[src/rtl/lmbs_pkg.sv]
package lmbs_pkg;

	localparam int BYTE_W  = 8;
	localparam int OP_W    = 2;
	localparam int ENTRY_W = 2;
	localparam int DATA_W  = 64;
	localparam int LEN_W   = 4;

	localparam int NUM_ENTRIES_DEF     = 4;
	localparam int MAX_MATCH_LEN_DEF   = 8;
	localparam int MAX_REPLACE_LEN_DEF = 8;

	typedef enum logic [OP_W-1:0] {
		OP_DATA  = 2'd0,
		OP_FLUSH = 2'd1,
		OP_WRITE = 2'd2
	} op_t;

	typedef enum logic [2:0] {
		ST_IDLE,
		ST_SCAN,
		ST_EMIT,
		ST_DROP,
		ST_FINISH
	} state_t;

	typedef struct packed {
		logic               en;
		logic [ENTRY_W-1:0] entry;
		logic [LEN_W-1:0]   match_len;
		logic [LEN_W-1:0]   replace_len;
	} tbl_wr_t;

endpackage

[src/rtl/lmbs_table.sv]
module lmbs_table #(
	parameter int NUM_ENTRIES     = lmbs_pkg::NUM_ENTRIES_DEF,
	parameter int MAX_MATCH_LEN   = lmbs_pkg::MAX_MATCH_LEN_DEF,
	parameter int MAX_REPLACE_LEN = lmbs_pkg::MAX_REPLACE_LEN_DEF,
	localparam int IW  = (NUM_ENTRIES > 1) ? $clog2(NUM_ENTRIES) : 1,
	localparam int RLW = $clog2(MAX_REPLACE_LEN + 1)
) (
	input  logic                                   clk,
	input  logic                                   arst_n,
	input  lmbs_pkg::tbl_wr_t                      wr,
	input  logic [lmbs_pkg::DATA_W-1:0]            wr_match_bytes,
	input  logic [lmbs_pkg::DATA_W-1:0]            wr_replace_bytes,
	input  logic [IW-1:0]                          rd_idx,
	output logic [MAX_MATCH_LEN*lmbs_pkg::BYTE_W-1:0]   rd_pat,
	output logic [lmbs_pkg::LEN_W-1:0]             rd_plen,
	output logic [MAX_REPLACE_LEN*lmbs_pkg::BYTE_W-1:0] rd_rep,
	output logic [RLW-1:0]                         rd_rlen
);

	localparam int PW = MAX_MATCH_LEN * lmbs_pkg::BYTE_W;
	localparam int RW = MAX_REPLACE_LEN * lmbs_pkg::BYTE_W;

	logic [lmbs_pkg::LEN_W-1:0] plen_q [NUM_ENTRIES];
	logic [PW-1:0]              pat_q  [NUM_ENTRIES];
	logic [RW-1:0]              rep_q  [NUM_ENTRIES];
	logic [RLW-1:0]             rlen_q [NUM_ENTRIES];

	logic          we;
	logic [IW-1:0] widx;
	logic [RLW-1:0] rlen_sat;

	assign we   = wr.en && (32'(wr.entry) < NUM_ENTRIES);
	assign widx = IW'(wr.entry);
	// replacement length saturates on write
	assign rlen_sat = (wr.replace_len > lmbs_pkg::LEN_W'(MAX_REPLACE_LEN)) ?
		RLW'(MAX_REPLACE_LEN) : RLW'(wr.replace_len);

	always_ff @(posedge clk or negedge arst_n) begin
		if (!arst_n) begin
			for (int i = 0; i < NUM_ENTRIES; i++) begin
				plen_q[i] <= '0;
			end
		end else if (we) begin
			plen_q[widx] <= wr.match_len;
		end
	end

	always_ff @(posedge clk) begin
		if (we) begin
			pat_q[widx]  <= wr_match_bytes[PW-1:0];
			rep_q[widx]  <= wr_replace_bytes[RW-1:0];
			rlen_q[widx] <= rlen_sat;
		end
	end

	assign rd_pat  = pat_q[rd_idx];
	assign rd_plen = plen_q[rd_idx];
	assign rd_rep  = rep_q[rd_idx];
	assign rd_rlen = rlen_q[rd_idx];

endmodule

[src/rtl/lmbs_cmp.sv]
module lmbs_cmp #(
	parameter int MAX_MATCH_LEN = lmbs_pkg::MAX_MATCH_LEN_DEF,
	localparam int CW = $clog2(MAX_MATCH_LEN + 1)
) (
	input  logic [MAX_MATCH_LEN*lmbs_pkg::BYTE_W-1:0] win,
	input  logic [CW-1:0]                             count,
	input  logic [MAX_MATCH_LEN*lmbs_pkg::BYTE_W-1:0] pat,
	input  logic [lmbs_pkg::LEN_W-1:0]                len,
	output logic                                      hit
);

	localparam int B = lmbs_pkg::BYTE_W;

	always_comb begin
		hit = (len != '0) && (len <= lmbs_pkg::LEN_W'(MAX_MATCH_LEN)) &&
			(len <= lmbs_pkg::LEN_W'(count));
		for (int k = 0; k < MAX_MATCH_LEN; k++) begin
			if ((lmbs_pkg::LEN_W'(k) < len) && (win[B*k +: B] != pat[B*k +: B])) begin
				hit = 1'b0;
			end
		end
	end

endmodule

[src/rtl/longest_match_byte_substitution.sv]
// longest-match byte substitution
// input channel (in_valid / in_stall) carries one request per item: a data
// byte, a flush, or a table entry write. in_stall is low only while the block
// is idle; table writes and data bytes that do not fill the window are handled
// in idle. once the window holds MAX_MATCH_LEN bytes, one decision is made:
// a single compare unit checks one table entry per cycle, then result bytes
// go out one per cycle while the output can take them, then the window shifts.
// a flush repeats the decision until the window is empty; the request then
// closes in a finish step.
// output channel (out_valid / out_stall) carries one byte per transfer; last
// marks the final byte of an input request. the final byte is held back in a
// holding register until it is known to be last. while out_stall is high and
// a byte is waiting, the output register holds and the sequencer waits;
// the next input request may be taken while the final byte still waits at the output.
// reset clears the window, all pattern lengths (entries disabled), the
// sequencer and the output register.
module longest_match_byte_substitution #(
	parameter int NUM_ENTRIES     = lmbs_pkg::NUM_ENTRIES_DEF,
	parameter int MAX_MATCH_LEN   = lmbs_pkg::MAX_MATCH_LEN_DEF,
	parameter int MAX_REPLACE_LEN = lmbs_pkg::MAX_REPLACE_LEN_DEF
) (
	input  logic                          clk,
	input  logic                          arst_n,
	input  logic                          in_valid,
	output logic                          in_stall,
	input  logic [lmbs_pkg::OP_W-1:0]     operation,
	input  logic [lmbs_pkg::BYTE_W-1:0]   data_byte,
	input  logic [lmbs_pkg::ENTRY_W-1:0]  entry,
	input  logic [lmbs_pkg::DATA_W-1:0]   match_bytes,
	input  logic [lmbs_pkg::LEN_W-1:0]    match_len,
	input  logic [lmbs_pkg::DATA_W-1:0]   replace_bytes,
	input  logic [lmbs_pkg::LEN_W-1:0]    replace_len,
	output logic                          out_valid,
	input  logic                          out_stall,
	output logic [lmbs_pkg::BYTE_W-1:0]   out_byte,
	output logic                          from_replacement,
	output logic                          last
);

	localparam int B   = lmbs_pkg::BYTE_W;
	localparam int IW  = (NUM_ENTRIES > 1) ? $clog2(NUM_ENTRIES) : 1;
	localparam int CW  = $clog2(MAX_MATCH_LEN + 1);
	localparam int WIW = (MAX_MATCH_LEN > 1) ? $clog2(MAX_MATCH_LEN) : 1;
	localparam int RLW = $clog2(MAX_REPLACE_LEN + 1);
	localparam int KIW = (MAX_REPLACE_LEN > 1) ? $clog2(MAX_REPLACE_LEN) : 1;

	lmbs_pkg::state_t state_q, state_d;

	logic [B-1:0]               win_q [MAX_MATCH_LEN];
	logic [MAX_MATCH_LEN*B-1:0] win_flat;
	logic [CW-1:0]              wc_q;
	logic [IW-1:0]              idx_q;
	logic [IW-1:0]              best_q;
	logic [lmbs_pkg::LEN_W-1:0] blen_q;
	logic [RLW-1:0]             k_q;
	logic                       flush_q;
	logic                       hvalid_q;
	logic [B-1:0]               hbyte_q;
	logic                       hrepl_q;
	logic                       ovalid_q;
	logic [B-1:0]               obyte_q;
	logic                       orepl_q;
	logic                       olast_q;

	lmbs_pkg::tbl_wr_t            wr;
	logic [IW-1:0]                rd_idx;
	logic [MAX_MATCH_LEN*B-1:0]   rd_pat;
	logic [lmbs_pkg::LEN_W-1:0]   rd_plen;
	logic [MAX_REPLACE_LEN*B-1:0] rd_rep;
	logic [RLW-1:0]               rd_rlen;
	logic                         hit;

	logic            acc_in;
	logic            out_free;
	logic            push;
	logic            finish_move;
	logic [RLW-1:0]  n_emit;
	logic [CW-1:0]   drop;
	logic [KIW-1:0]  k_idx;
	logic [B-1:0]    emit_byte;

	assign acc_in   = in_valid && !in_stall;
	assign out_free = !ovalid_q || !out_stall;
	assign rd_idx   = (state_q == lmbs_pkg::ST_SCAN) ? idx_q : best_q;
	assign n_emit   = (blen_q != '0) ? rd_rlen : RLW'(1);
	assign drop     = (blen_q != '0) ? CW'(blen_q) : CW'(1);
	assign k_idx    = k_q[KIW-1:0];
	assign emit_byte = (blen_q != '0) ? rd_rep[B*k_idx +: B] : win_q[0];

	assign wr.en          = acc_in && (operation == lmbs_pkg::OP_WRITE);
	assign wr.entry       = entry;
	assign wr.match_len   = match_len;
	assign wr.replace_len = replace_len;

	always_comb begin
		for (int i = 0; i < MAX_MATCH_LEN; i++) begin
			win_flat[B*i +: B] = win_q[i];
		end
	end

	lmbs_table #(
		.NUM_ENTRIES     (NUM_ENTRIES),
		.MAX_MATCH_LEN   (MAX_MATCH_LEN),
		.MAX_REPLACE_LEN (MAX_REPLACE_LEN)
	) u_table (
		.clk              (clk),
		.arst_n           (arst_n),
		.wr               (wr),
		.wr_match_bytes   (match_bytes),
		.wr_replace_bytes (replace_bytes),
		.rd_idx           (rd_idx),
		.rd_pat           (rd_pat),
		.rd_plen          (rd_plen),
		.rd_rep           (rd_rep),
		.rd_rlen          (rd_rlen)
	);

	lmbs_cmp #(
		.MAX_MATCH_LEN (MAX_MATCH_LEN)
	) u_cmp (
		.win   (win_flat),
		.count (wc_q),
		.pat   (rd_pat),
		.len   (rd_plen),
		.hit   (hit)
	);

	always_ff @(posedge clk or negedge arst_n) begin
		if (!arst_n) begin
			state_q <= lmbs_pkg::ST_IDLE;
		end else begin
			state_q <= state_d;
		end
	end

	always_comb begin
		state_d     = state_q;
		in_stall    = 1'b1;
		push        = 1'b0;
		finish_move = 1'b0;
		case (state_q)
			lmbs_pkg::ST_IDLE: begin
				in_stall = 1'b0;
				if (in_valid) begin
					case (operation)
						lmbs_pkg::OP_DATA: begin
							if (wc_q >= CW'(MAX_MATCH_LEN - 1)) begin
								state_d = lmbs_pkg::ST_SCAN;
							end
						end
						lmbs_pkg::OP_FLUSH: begin
							if (wc_q != '0) begin
								state_d = lmbs_pkg::ST_SCAN;
							end
						end
						default: ;
					endcase
				end
			end
			lmbs_pkg::ST_SCAN: begin
				if (idx_q == IW'(NUM_ENTRIES - 1)) begin
					state_d = lmbs_pkg::ST_EMIT;
				end
			end
			lmbs_pkg::ST_EMIT: begin
				if (k_q == n_emit) begin
					state_d = lmbs_pkg::ST_DROP;
				end else if (!hvalid_q || out_free) begin
					push = 1'b1;
				end
			end
			lmbs_pkg::ST_DROP: begin
				state_d = (flush_q && (wc_q != drop)) ? lmbs_pkg::ST_SCAN :
					lmbs_pkg::ST_FINISH;
			end
			lmbs_pkg::ST_FINISH: begin
				if (!hvalid_q) begin
					state_d = lmbs_pkg::ST_IDLE;
				end else if (out_free) begin
					finish_move = 1'b1;
					state_d     = lmbs_pkg::ST_IDLE;
				end
			end
			default: state_d = lmbs_pkg::ST_IDLE;
		endcase
	end

	always_ff @(posedge clk or negedge arst_n) begin
		if (!arst_n) begin
			wc_q     <= '0;
			idx_q    <= '0;
			best_q   <= '0;
			blen_q   <= '0;
			k_q      <= '0;
			flush_q  <= 1'b0;
			hvalid_q <= 1'b0;
			ovalid_q <= 1'b0;
		end else begin
			if (acc_in && (operation == lmbs_pkg::OP_DATA) &&
				(wc_q < CW'(MAX_MATCH_LEN))) begin
				wc_q <= wc_q + CW'(1);
			end
			if (acc_in) begin
				flush_q <= (operation == lmbs_pkg::OP_FLUSH);
			end
			// new decision
			if ((state_d == lmbs_pkg::ST_SCAN) && (state_q != lmbs_pkg::ST_SCAN)) begin
				idx_q  <= '0;
				blen_q <= '0;
				best_q <= '0;
			end
			if (state_q == lmbs_pkg::ST_SCAN) begin
				idx_q <= idx_q + IW'(1);
				k_q   <= '0;
				if (hit && (rd_plen > blen_q)) begin
					best_q <= idx_q;
					blen_q <= rd_plen;
				end
			end
			if (push) begin
				k_q <= k_q + RLW'(1);
			end
			if (state_q == lmbs_pkg::ST_DROP) begin
				wc_q <= wc_q - drop;
			end
			if (push) begin
				hvalid_q <= 1'b1;
			end else if (finish_move) begin
				hvalid_q <= 1'b0;
			end
			if ((push && hvalid_q) || finish_move) begin
				ovalid_q <= 1'b1;
			end else if (!out_stall) begin
				ovalid_q <= 1'b0;
			end
		end
	end

	always_ff @(posedge clk) begin
		if (acc_in && (operation == lmbs_pkg::OP_DATA) && (wc_q < CW'(MAX_MATCH_LEN))) begin
			win_q[wc_q[WIW-1:0]] <= data_byte;
		end
		if (state_q == lmbs_pkg::ST_DROP) begin
			for (int i = 0; i < MAX_MATCH_LEN; i++) begin
				for (int d = 1; d <= MAX_MATCH_LEN; d++) begin
					if ((drop == CW'(d)) && (i + d < MAX_MATCH_LEN)) begin
						win_q[i] <= win_q[i + d];
					end
				end
			end
		end
		if (push) begin
			hbyte_q <= emit_byte;
			hrepl_q <= (blen_q != '0);
		end
		if ((push && hvalid_q) || finish_move) begin
			obyte_q <= hbyte_q;
			orepl_q <= hrepl_q;
			olast_q <= finish_move;
		end
	end

	assign out_valid        = ovalid_q;
	assign out_byte         = obyte_q;
	assign from_replacement = orepl_q;
	assign last             = olast_q;

	a_wc_range: assert property (@(posedge clk) disable iff (!arst_n)
		wc_q <= CW'(MAX_MATCH_LEN))
		else $error("window count out of range");

	a_idle_hold_empty: assert property (@(posedge clk) disable iff (!arst_n)
		state_q == lmbs_pkg::ST_IDLE |-> !hvalid_q)
		else $error("held byte left behind at idle");

	a_drop_fits: assert property (@(posedge clk) disable iff (!arst_n)
		state_q == lmbs_pkg::ST_DROP |-> (wc_q != '0) && (drop <= wc_q))
		else $error("drop exceeds window");

	a_data_one_decision: assert property (@(posedge clk) disable iff (!arst_n)
		(state_q == lmbs_pkg::ST_DROP) && !flush_q |=> state_q == lmbs_pkg::ST_FINISH)
		else $error("data byte made more than one decision");

endmodule
[config.mk]
export PLATFORM = sky130hd
export DESIGN_NAME = longest_match_byte_substitution
export DESIGN_NICKNAME = d
export VERILOG_FILES = /design/src/rtl/lmbs_pkg.sv /design/src/rtl/lmbs_table.sv /design/src/rtl/lmbs_cmp.sv /design/src/rtl/longest_match_byte_substitution.sv
export SDC_FILE = /design/constraint.sdc
export NUM_CORES = 1
export LEC_CHECK = 0
export ABC_AREA = 0
export BUFFER_PORTS_ARGS = -buffer_cell sky130_fd_sc_hd__buf_2
export CORE_MARGIN = 1.5
export CORE_UTILIZATION = 30
export CTS_BUF_LIST = sky130_fd_sc_hd__clkbuf_4 sky130_fd_sc_hd__clkbuf_8 sky130_fd_sc_hd__clkbuf_16
export DETAILED_ROUTE_END_ITERATION = 8
export PLACE_DENSITY_LB_ADDON = 0.15
export SYNTH_ARGS = -nofsm -noshare
export SYNTH_HDL_FRONTEND = slang
export SYNTH_HIERARCHICAL = 1
export SYNTH_SLANG_ARGS = --single-unit
[constraint.sdc]
create_clock -name clk -period 9.6 [get_ports clk]
set_input_delay 0.96 -clock clk [delete_from_list [all_inputs] [get_ports clk]]
set_output_delay 0.96 -clock clk [all_outputs]
set_load 0.02 [all_outputs]
* Yosys cells after proc, flatten, opt, wreduce, memory -nomap -nowiden *
Memories as Yosys holds them, arrays and structs flattened.
Cells that the tools add are included.

storage, ports and cells
  bits in writable memories = 592
  memories = 4
  register bits = 57

operators by class
  add/sub/neg operators = 4
  eq/ne operators = 27
  reduce and logical (&&, ||, !) cells = 35
  bitwise logic cells = 23
  magnitude comparators = 17
  mux-type cells = 101
  shift-type cells = 1

memories
  name            depth  width  rd ports  clocked after Yosys merged registers in  wr ports  RTL line                               text
  u_table.pat_q   4      64     1         0                                        1         lmbs_table.sv:24                       logic [PW-1:0] pat_q [NUM_ENTRIES];
  u_table.rep_q   4      64     1         0                                        1         lmbs_table.sv:25                       logic [RW-1:0] rep_q [NUM_ENTRIES];
  win_q           8      8      8         0                                        7         longest_match_byte_substitution.sv:49  logic [B-1:0] win_q [MAX_MATCH_LEN];
  u_table.rlen_q  4      4      1         0                                        1         lmbs_table.sv:26                       logic [RLW-1:0] rlen_q [NUM_ENTRIES];

operators by type and width
  operator               count
  $mux W8                23
  $ne A8 B8 Y1           8
  $shiftx A64 B7 Y8      1
  $mux W4                13
  $mux W1                45
  $mux W3                9
  $or A1 B1 Y1           21
  $logic_and A1 B1 Y1    19
  $bwmux W16             1
  $eq A4 B3 Y1 const B   4
  $lt A3 B4 Y1 const A   4
  $pmux W3 S5            1
  $mux W2                6
  $reduce_bool A4 Y1     3
  $add A4 B1 Y4 const B  2
  $bmux W4 S2            1
  $demux W4 S2           1
  $eq A4 B2 Y1 const B   2
  $lt A1 B4 Y1 const A   2
  $lt A2 B4 Y1 const A   2
  $reduce_bool A2 Y1     4
  $reduce_or A8 Y1       1
  $eq A3 B1 Y1 const B   2
  $eq A3 B2 Y1 const B   2
  24 further kinds       31

* Depth between registers and ports, before layout *
Gate-level depths: netlist (run 1).

  depth in word-level cells = 20
  depth in mapped cells = 20
  depth with buffers taken out = 16

* By module *
The synthesis (run 1) kept the hierarchy.

by module, submodules not included
  module                           area an instance (um^2)  seq. area each (um^2)  cells each  times used
  lmbs_table                       19752.7                  16255.6                737         1
  longest_match_byte_substitution  6986.7                   3042.9                 669         1
  lmbs_cmp                         865.8                    0.0                    110         1

* Least setup slack after synthesis (run 1) *
No wires, ideal clock.

  path kind = in2reg
  start = input in_valid
  end = register u_table/plen_q[12] in the netlist's numbering
  stages on the path = 5
  arrival time = 7.902 ns
  setup slack = 1.607 ns
  cells stage by stage = or4b_1 buf_2 nor3b_1 nor3b_2 mux2_2

RTL lines
  item                             RTL line                               text
  from (decl)                      longest_match_byte_substitution.sv:24  input logic in_valid,
  to (signal, indexed assignment)  lmbs_table.sv:44                       plen_q[widx] <= wr.match_len;
  to (decl)                        lmbs_table.sv:23                       logic [lmbs_pkg::LEN_W-1:0] plen_q [NUM_ENTRIES];

* Final worst setup path (run 1) *
  start = register state_q[0]
  end = register blen_q[2] in the netlist's numbering

RTL lines
  item                    RTL line                                text
  from (decl)             longest_match_byte_substitution.sv:47   lmbs_pkg::state_t state_q, state_d;
  from (signal assigned)  longest_match_byte_substitution.sv:130  state_q <= lmbs_pkg::ST_IDLE;
  from (signal assigned)  longest_match_byte_substitution.sv:132  state_q <= state_d;
  $eq A3 B1 Y1            longest_match_byte_substitution.sv:84   assign rd_idx = (state_q == lmbs_pkg::ST_SCAN) ? idx_q : best_q;
  $mux W2                 longest_match_byte_substitution.sv:84
  named net rd_idx[0]     longest_match_byte_substitution.sv:66   logic [IW-1:0] rd_idx;
  $mem_v2 Z4 W64          -
  named net rd_pat[13]    longest_match_byte_substitution.sv:67   logic [MAX_MATCH_LEN*B-1:0] rd_pat;
  $ne A8 B8 Y1            lmbs_cmp.sv:18                          if ((lmbs_pkg::LEN_W'(k) < len) && (win[B*k +: B] != pat[B*k +: B])) begin
  $logic_and A1 B1 Y1     lmbs_cmp.sv:18
  $mux W1 (7 in a row)    lmbs_cmp.sv:18
  named net hit           longest_match_byte_substitution.sv:71   logic hit;
  $logic_and A1 B1 Y1     longest_match_byte_substitution.sv:215  if (hit && (rd_plen > blen_q)) begin
  $mux W4                 longest_match_byte_substitution.sv:215
  $mux W4                 longest_match_byte_substitution.sv:212  if (state_q == lmbs_pkg::ST_SCAN) begin
  to (signal assigned)    longest_match_byte_substitution.sv:217  blen_q <= rd_plen;
  to (decl)               longest_match_byte_substitution.sv:54   logic [lmbs_pkg::LEN_W-1:0] blen_q;

The timed path passes the listed nets, and every way through them passes these cells. The select of a mux whose other input is x is not followed.
A chain may end at the register's enable or synchronous reset.

==> impl_metrics.prom, run 1 <==
# TYPE chip_impl_metric gauge
chip_impl_metric{name="register_to_register_setup_slack",unit="ns"} 3.85
chip_impl_metric{name="finish.net_count",unit=""} 1860
chip_impl_metric{name="clockBufferDepth",unit=""} 3
chip_impl_info{name="critPathCaptureType",value="flip-flop"} 1
chip_impl_metric{name="insertedDiodeCount",unit=""} 0
chip_impl_metric{name="final.hold.worst_slack",unit="ns"} 0.408
chip_impl_metric{name="timing.final.ws_setup",unit="ns"} 3.85
chip_impl_metric{name="crit_cells",unit=""} 13
chip_impl_metric{name="report.final.setup_viol",unit=""} 0
chip_impl_info{name="synthFlopType",value="edfxtp_1"} 1
chip_impl_metric{name="routedWlPerCell",unit="um"} 25.0
chip_impl_info{name="critical_path_s_most_frequent_cell",value="nand2_1"} 1
chip_impl_info{name="timing.critical_path.cells",value="nand2_1 > mux2_8 > mux4_2 > xor2_1 > nor4_1 > nand2_1 > or4_1 > o32a_1 > a2111oi_2 > nand2_1 > nor2_1 > o21a_1 > o31ai_1"} 1
chip_impl_metric{name="synth_seq_area_share",unit=""} 0.699
chip_impl_metric{name="timing_worst_slew_pin_value",unit="ns"} 1.18
chip_impl_metric{name="top_level_ports",unit=""} 164
chip_impl_metric{name="finish.instance_area",unit="mm^2"} 0.0322
chip_impl_metric{name="worst-endpoint-required",unit="ns"} 10.08
chip_impl_metric{name="htreeDepth",unit=""} 3
chip_impl_metric{name="filler_cell_count",unit=""} 8672
chip_impl_metric{name="finalWorstPathRequiredPeriod",unit="ns"} 5.75
chip_impl_metric{name="grt_antenna_before_repair",unit=""} 21
chip_impl_metric{name="critical_path_arrival",unit="ns"} 6.23
chip_impl_info{name="status",value="completed"} 1
chip_impl_info{name="start_kind",value="flip-flop"} 1
chip_impl_metric{name="global_route_wire_length_before_repair",unit="mm"} 108
chip_impl_metric{name="die-height",unit="um"} 306
chip_impl_metric{name="drt_pass1_iterations",unit=""} 5
chip_impl_metric{name="syn2layout_area_growth",unit="%"} 16.5
chip_impl_metric{name="maxCapViolations",unit=""} 0
chip_impl_metric{name="synth.cell_area",unit="mm^2"} 0.0276
chip_impl_info{name="cts_tree",value="done"} 1
chip_impl_metric{name="placed_cell_area",unit="mm^2"} 0.0296
chip_impl_info{name="r2r_start",value="state_q[0]$_DFF_PN0_"} 1
chip_impl_metric{name="netlist-cell-type-count",unit=""} 76
chip_impl_metric{name="number_of_global_route_vias_before_repair",unit=""} 15500
chip_impl_metric{name="dp_worst_setup_slack",unit="ns"} 3.83
chip_impl_metric{name="synth_enable_flop_cells",unit=""} 611
chip_impl_info{name="timing.critical_path.from",value="state_q[0]$_DFF_PN0_"} 1
chip_impl_metric{name="numClockSinks",unit=""} 649
chip_impl_metric{name="critical_path.n_buffers_inverters",unit=""} 0
chip_impl_info{name="critPathKind",value="flip-flop to flip-flop"} 1
chip_impl_metric{name="cts_buffer_count",unit=""} 73
chip_impl_metric{name="grt_usage",unit=""} 0.157
chip_impl_metric{name="clk_pin_slew_worst_paths",unit="ns"} 0.06
chip_impl_metric{name="relative_slew_slack",unit=""} 0.206
chip_impl_metric{name="final_worst_path_cycle_share",unit=""} 0.599
chip_impl_info{name="timing.critical_path.to",value="blen_q[2]$_DFF_PN0_"} 1
chip_impl_metric{name="cp_slowest_stage_delay",unit="ns"} 0.70
chip_impl_metric{name="report.final.slew_viol_count",unit=""} 0
chip_impl_info{name="worstHoldPathType",value="flip-flop to flip-flop"} 1
chip_impl_metric{name="syn-instance-count",unit=""} 1516
chip_impl_metric{name="net_count_after_synthesis",unit=""} 1684
chip_impl_metric{name="report.final.hold_viol_count",unit=""} 0
chip_impl_info{name="r2r_end",value="blen_q[2]$_DFF_PN0_"} 1
chip_impl_metric{name="synth-async-reset-ratio",unit=""} 0.0586
chip_impl_metric{name="dieArea",unit="mm^2"} 0.0938
chip_impl_metric{name="critical_path_peak_fanout",unit=""} 48
chip_impl_metric{name="vias_per_cell",unit=""} 5.05
chip_impl_metric{name="globalRoute.totalOverflow",unit=""} 0
chip_impl_metric{name="core_region_area",unit="mm^2"} 0.0914
chip_impl_metric{name="max_clock_freq",unit="GHz"} 0.174
chip_impl_metric{name="place.detailed.hpwl",unit="mm"} 47.3
chip_impl_metric{name="clock-skew-final",unit="ns"} 0.0320
chip_impl_metric{name="floorplan.initialDensity",unit=""} 0.302
chip_impl_metric{name="worst-r2r-cell-count",unit=""} 13
chip_impl_metric{name="post_cts_hold_buffer_count",unit=""} 0
chip_impl_metric{name="largest_net_degree_at_the_start_of_global_routing",unit=""} 76
chip_impl_metric{name="route.final.wire_length",unit="mm"} 73.3
chip_impl_metric{name="yosysWarningCount",unit=""} 6
chip_impl_metric{name="initial_drt_markers",unit=""} 1133
chip_impl_metric{name="synthesis.area_per_instance",unit="um^2"} 18.2
chip_impl_metric{name="p_per_area",unit="mW/mm^2"} 262
chip_impl_metric{name="seq_area",unit="mm^2"} 0.0193
chip_impl_metric{name="cts_resized",unit=""} 0
chip_impl_metric{name="post_route_cells_drive_above_1_share",unit=""} 0.290
chip_impl_metric{name="num_rows",unit=""} 111
chip_impl_info{name="critical_path.slowest_cell",value="mux2_8"} 1
chip_impl_metric{name="cts.repair_timing.setup_buffer_count",unit=""} 0
chip_impl_info{name="cp_top_family",value="simple AND/OR/NAND/NOR gates"} 1
chip_impl_metric{name="die_w",unit="um"} 306
chip_impl_metric{name="drt.antenna.violating_nets",unit=""} 0
chip_impl_metric{name="synth.ff_latch_count",unit=""} 649
chip_impl_metric{name="placement.io_buffers",unit=""} 163
chip_impl_info{name="cts-root-buf",value="clkbuf_16"} 1
chip_impl_metric{name="detail_route.drc_violations",unit=""} 0
chip_impl_metric{name="finalSetupTns",unit="ns"} 0
chip_impl_metric{name="multi_input_comb_area",unit="mm^2"} 0.00781
chip_impl_metric{name="clock_insertion_delay_worst_skew",unit="ns"} 0.64
chip_impl_metric{name="global_placer_s_final_weighted_congestion",unit=""} 0.853
chip_impl_info{name="grt_setup_unrepaired",value="false"} 1
chip_impl_metric{name="power.leakage",unit="uW"} 0.0103
chip_impl_metric{name="route.vias.total",unit=""} 14800
chip_impl_metric{name="ir_worst_vdd",unit="mV"} 0.138
## kinds of logic (layout without fill, tap and decap cells)
logic type	Yosys count	in the layout	synth area share
adders and majority gates	16	16	0.00752
DFF	649	649	0.699
buffers and inverters	103	333	0.0194
muxes	229	229	0.153
xor gates and xnor gates	71	71	0.0225
AOI/OAI and AO/OA	243	243	0.0602
and+or+nand+nor	205	205	0.0382
## worst min path at each step
stage                                     from                    endpoint  cells past startpoint
after global routing      hbyte_q[1]$_DFFE_PP_       out_byte[1]$_DFFE_PP_                      0
after global placement       hrepl_q$_DFFE_PP_  from_replacement$_DFFE_PP_                      0
after CTS                 hbyte_q[1]$_DFFE_PP_       out_byte[1]$_DFFE_PP_                      0
after floorplan              hrepl_q$_DFFE_PP_  from_replacement$_DFFE_PP_                      0
after detailed placement  hbyte_q[1]$_DFFE_PP_       out_byte[1]$_DFFE_PP_                      0
final                     hbyte_q[1]$_DFFE_PP_       out_byte[1]$_DFFE_PP_                      0
## flip-flops by register name, indices dropped and copies added (netlist names), 3 cells and up
name and count:
u_table/pat_q 256, u_table/rep_q 256, win_q 64, u_table/plen_q 16, u_table/rlen_q 16, hbyte_q 8
out_byte 8, blen_q 4, k_q 4, wc_q 4, state_q 3
## per-layer routing
| layer | GRT usage | routed length, um | part of all wire | up-vias |
|---|---|---|---|---|
| met5 | 0 | 186 | 0.0025 | - |
| met4 | 0.0403 | 1590 | 0.022 | 26 |
| met3 | 0.0377 | 3930 | 0.054 | 132 |
| met2 | 0.265 | 36800 | 0.50 | 386 |
| met1 | 0.203 | 30800 | 0.42 | 7707 |
| li1 | - | - | - | 6569 |
## synth_stat cells, drive strengths merged, types with 4 or more instances
| master | instances | area, um^2 |
|---|---|---|
| edfxtp | 611 | 18300 |
| mux4 | 152 | 3420 |
| nand2 | 83 | 314 |
| o21ai | 69 | 349 |
| buf | 64 | 388 |
| mux2i | 50 | 500 |
| a211oi | 44 | 330 |
| nor2 | 44 | 188 |
| dfrtp | 38 | 951 |
| xor2 | 38 | 333 |
| a21oi | 35 | 179 |
| xnor2 | 33 | 289 |
| mux2 | 27 | 304 |
| inv | 22 | 82.6 |
| clkbuf | 17 | 63.8 |
| ha | 15 | 188 |
| nor2b | 13 | 81.3 |
| nor3 | 13 | 65.1 |
| nor4 | 11 | 114 |
| o221ai | 11 | 96.3 |
| a31oi | 10 | 62.6 |
| nand4 | 9 | 56.3 |
| a221o | 8 | 80.1 |
| o211ai | 8 | 60.1 |
| o31ai | 8 | 60.1 |
| o21a | 7 | 52.6 |
| o22ai | 7 | 43.8 |
| nand3 | 6 | 30.0 |
| nand2b | 5 | 31.3 |
| a31o | 4 | 35.0 |
| nand3b | 4 | 42.5 |
| o32a | 4 | 40.0 |
## placed cells by master (no fill, tap or decap), drive strengths merged, types with 11 or more instances in the layout
master and n:
a21oi 35, inv 27, mux2 27, mux4 152, nor3 13, nor2 44
ha 15, dfrtp 38, clkinv 18, o221ai 11, mux2i 50, edfxtp 611
o21ai 69, xor2 38, buf 182, nor2b 13, nor4 11, clkbuf 93
nand2 83, xnor2 33, a211oi 44
## where the power goes
group | leakage, uW | total [uW] | internal [uW] | switching [uW]
Sequential | 0.00600 | 3470 | 3310 | 160
Clock | 0.00124 | 2900 | 1750 | 1150
Combinational | 0.00305 | 2060 | 946 | 1110
Total | 0.0103 | 8430 | 6010 | 2430
## worst reg2reg max path: cells and delay by family, from the launching register on
family / cells / cell delay, ns
AOI/OAI and AO/OA: 4 / 1.09
DFF: 1 / 0.63
muxes: 2 / 1.46
and+or+nand+nor: 6 / 2.26
xor gates and xnor gates: 1 / 0.17
## cell type report
class | instances | area share
clock buffers | 93 | 0.0619
clock inverters | 36 | 0.0160
inverters | 22 | 0.00304
well taps | 1186 | 0.0462
flip-flops and latches | 649 | 0.600
repair buffers | 182 | 0.0298
multi-input cells | 764 | 0.243
## stage by stage
step | utilization | instances | power, uW
after global routing | 0.352 | 2932 | 8840
final | 0.352 | 2932 | 8430
after floorplan | - | 1516 | 5010
after CTS | 0.352 | 2932 | 8590
after detailed placement | 0.324 | 2803 | 5650
after global placement | 0.324 | 2803 | 5640
(Power assumes the default switching activity.)
==> run 2, diff against run 1 <==
clock period = 4.9 ns   (was 9.6 ns; I/O delays follow)
==> run 2 against run 1 <==
Cell count increased by 0.99%. Register-to-register slack got worse by 3.5 ns. Critical path depth increased by 1. Clock skew increased by 0.0012 ns. Global-route usage increased by 0.26 points. Fmax increased by 25%. Sequential share of layout area decreased by 0.28 points. Worst setup slack got worse by 3.5 ns. Count of clock-buffer cells in the layout decreased by 5. Clock power increased by 83%. Total power increased by 94%. Largest cell class unchanged. Largest power group unchanged.
==> impl_metrics.prom, run 2 (synthesis gave the netlist of run 1 again) <==
# TYPE chip_impl_metric gauge
chip_impl_metric{name="initial_drt_markers",unit=""} 1054
chip_impl_metric{name="detail_route.drc_violations",unit=""} 0
chip_impl_metric{name="global_route_wire_length_before_repair",unit="mm"} 109
chip_impl_info{name="status",value="completed"} 1
chip_impl_metric{name="post_route_cells_drive_above_1_share",unit=""} 0.294
chip_impl_info{name="layout.cells.most_common_list",value="edfxtp_1 (611), buf_2 (163), mux4_2 (152)"} 1
chip_impl_metric{name="post_cts_hold_buffer_count",unit=""} 0
chip_impl_metric{name="ir_worst_vdd",unit="mV"} 0.282
chip_impl_info{name="final_common_cell",value="edfxtp_1"} 1
chip_impl_info{name="layout_top_registers",value="u_table/pat_q (256), u_table/rep_q (256), win_q (64)"} 1
chip_impl_metric{name="finalWorstPathRequiredPeriod",unit="ns"} 4.58
chip_impl_metric{name="clock_insertion_delay_worst_skew",unit="ns"} 0.63
chip_impl_metric{name="dieArea",unit="mm^2"} 0.0938
chip_impl_metric{name="cp_slowest_stage_delay",unit="ns"} 0.65
chip_impl_metric{name="placed_cell_area",unit="mm^2"} 0.0299
chip_impl_metric{name="route.vias.total",unit=""} 15000
chip_impl_metric{name="final_worst_path_cycle_share",unit=""} 0.935
chip_impl_metric{name="max_clock_freq",unit="GHz"} 0.218
chip_impl_metric{name="htreeDepth",unit=""} 3
chip_impl_metric{name="report.final.slew_viol_count",unit=""} 0
chip_impl_metric{name="syn2layout_area_growth",unit="%"} 17.0
chip_impl_metric{name="report.final.setup_viol",unit=""} 0
chip_impl_metric{name="final.hold.worst_slack",unit="ns"} 0.00358
chip_impl_info{name="grt_setup_unrepaired",value="false"} 1
chip_impl_metric{name="maxCapViolations",unit=""} 0
chip_impl_info{name="worstHoldPathType",value="input pin to asynchronous set/reset pin"} 1
chip_impl_info{name="critical_path_s_most_frequent_cell",value="nand2_1"} 1
chip_impl_metric{name="routedWlPerCell",unit="um"} 25.2
chip_impl_metric{name="vias_per_cell",unit=""} 5.07
chip_impl_info{name="critical_path.slowest_cell",value="or4_1"} 1
chip_impl_info{name="start_kind",value="flip-flop"} 1
chip_impl_metric{name="register_to_register_setup_slack",unit="ns"} 0.32
chip_impl_metric{name="route.final.wire_length",unit="mm"} 74.5
chip_impl_metric{name="drt.antenna.violating_nets",unit=""} 0
chip_impl_metric{name="clkPwrFrac",unit=""} 0.326
chip_impl_info{name="critPathKind",value="flip-flop to flip-flop"} 1
chip_impl_info{name="cp_top_family",value="simple AND/OR/NAND/NOR gates"} 1
chip_impl_metric{name="largest_net_degree_at_the_start_of_global_routing",unit=""} 89
chip_impl_metric{name="floorplan.initialDensity",unit=""} 0.302
chip_impl_metric{name="p_per_area",unit="mW/mm^2"} 505
chip_impl_metric{name="worst-r2r-cell-count",unit=""} 14
chip_impl_metric{name="die-height",unit="um"} 306
chip_impl_metric{name="worst-endpoint-required",unit="ns"} 5.38
chip_impl_metric{name="share_seq_of_total_power",unit=""} 0.415
chip_impl_metric{name="globalRoute.totalOverflow",unit=""} 0
chip_impl_metric{name="critical_path_peak_fanout",unit=""} 23
chip_impl_metric{name="critical_path.n_buffers_inverters",unit=""} 0
chip_impl_metric{name="clk_pin_slew_worst_paths",unit="ns"} 0.06
chip_impl_metric{name="grt_usage",unit=""} 0.160
chip_impl_metric{name="top_level_ports",unit=""} 164
chip_impl_metric{name="report.final.hold_viol_count",unit=""} 0
chip_impl_metric{name="timing_worst_slew_pin_value",unit="ns"} 1.24
chip_impl_info{name="timing.critical_path.cells",value="nor2_1 > nand2_1 > mux2_8 > mux4_2 > xor2_1 > nor4_1 > nand2_1 > or4_1 > o32a_1 > a2111oi_2 > nand2_1 > nor2_1 > o21a_1 > o31ai_1"} 1
chip_impl_metric{name="finish.instance_area",unit="mm^2"} 0.0323
chip_impl_metric{name="cts_buffer_count",unit=""} 75
chip_impl_info{name="r2r_start",value="state_q[2]$_DFF_PN0_"} 1
chip_impl_metric{name="p_int",unit="uW"} 11500
chip_impl_metric{name="switching_share",unit=""} 0.295
chip_impl_metric{name="numClockSinks",unit=""} 649
chip_impl_metric{name="placement.io_buffers",unit=""} 163
chip_impl_metric{name="combPwrFrac",unit=""} 0.259
chip_impl_metric{name="drt_pass1_iterations",unit=""} 8
chip_impl_metric{name="p_sw",unit="uW"} 4810
chip_impl_metric{name="critical_path_arrival",unit="ns"} 5.06
chip_impl_metric{name="place.detailed.hpwl",unit="mm"} 48.9
chip_impl_info{name="r2r_end",value="blen_q[0]$_DFF_PN0_"} 1
chip_impl_info{name="cts_tree",value="done"} 1
chip_impl_metric{name="clockBufferDepth",unit=""} 3
chip_impl_info{name="cts-root-buf",value="clkbuf_16"} 1
chip_impl_metric{name="grt_antenna_before_repair",unit=""} 18
chip_impl_metric{name="cts.repair_timing.setup_buffer_count",unit=""} 0
chip_impl_metric{name="die_w",unit="um"} 306
chip_impl_metric{name="num_rows",unit=""} 111
chip_impl_metric{name="global_placer_s_final_weighted_congestion",unit=""} 0.858
chip_impl_metric{name="core_region_area",unit="mm^2"} 0.0914
chip_impl_metric{name="relative_slew_slack",unit=""} 0.165
chip_impl_metric{name="power.leakage",unit="uW"} 0.0104
chip_impl_metric{name="number_of_global_route_vias_before_repair",unit=""} 15500
chip_impl_info{name="critPathCaptureType",value="flip-flop"} 1
chip_impl_metric{name="cts_resized",unit=""} 0
chip_impl_metric{name="finish.net_count",unit=""} 1883
chip_impl_metric{name="clock-skew-final",unit="ns"} 0.0332
==> run 2: cell count changes in the layout (fill, tap and decap cells not counted), moves of 2 or more <==
cell       change
diode_2        +2
bufinv_16      -7
clkbuf_16      +3
clkinv_1      +15
clkinv_2       +2
buf_12         +9
clkbuf_4       -6
buf_4         +12
clkinv_4       +2
clkbuf_8       -2
==> run 2: area by class of cell <==
cell class | instances | area (um^2)
clock inverters | 47 | 369
multi-input cells | 764 | 7830
diodes | 2 | 5.00
fillers | 8642 | 59100
well taps | 1186 | 1480
inverters | 22 | 97.6
clock buffers | 88 | 1990
flip-flops and latches | 649 | 19300
repair buffers | 203 | 1230
==> run 2: worst max-delay path by stage <==
stage	from	endpoint	slack, ns	cells after the start
floorplan	in_valid	u_table/plen_q[12]$_DFFE_PN0P_	-0.46	5
global placement	state_q[2]$_DFF_PN0_	blen_q[0]$_DFF_PN0_	0.30	16
detailed placement	state_q[2]$_DFF_PN0_	blen_q[0]$_DFF_PN0_	0.26	16
CTS	state_q[2]$_DFF_PN0_	blen_q[0]$_DFF_PN0_	0.25	16
global route	state_q[2]$_DFF_PN0_	best_q[1]$_DFF_PN0_	0.005	19
finish	state_q[2]$_DFF_PN0_	blen_q[0]$_DFF_PN0_	0.32	14
==> run 2: through the flow <==
step / total power (uW) / setup TNS, ns / util / worst slack [ns] / instances
6_report: 16300 / 0 / 0.353 / 0.317 / 2961
5_1_grt: 17100 / 0 / 0.353 / 0.00527 / 2960
4_1_cts: 16600 / 0 / 0.353 / 0.250 / 2959
3_5_place_dp: 11200 / 0 / 0.328 / 0.258 / 2824
3_3_place_gp: 11200 / 0 / 0.328 / 0.296 / 2824
2_1_floorplan: 9820 / -41.83 / - / -0.456 / 1516
==> run 2: worst reg2reg max path: cells and delay by family (launching register included) <==
family | cells | cell delay (ns)
AOI/OAI and AO/OA | 4 | 1.09
xor gates and xnor gates | 1 | 0.18
DFF | 1 | 0.38
muxes | 2 | 1.06
and+or+nand+nor | 7 | 1.75
==> run 2: power groups by stage <==
stage	sequential, uW	clock (uW)	combinational (uW)
2_1_floorplan	6770	0	3050
3_3_place_gp	6880	0	4310
3_5_place_dp	6890	0	4340
4_1_cts	6780	5500	4360
5_1_grt	6810	5680	4630
6_report	6770	5320	4230
==> run 2: metal layers <==
metal	vias to the layer above	global-route usage	part of all wire
met3	129	0.0368	0.053
li1	6622	-	-
met4	24	0.0473	0.025
met1	7840	0.205	0.42
met2	389	0.269	0.50
met5	-	0	0.0022
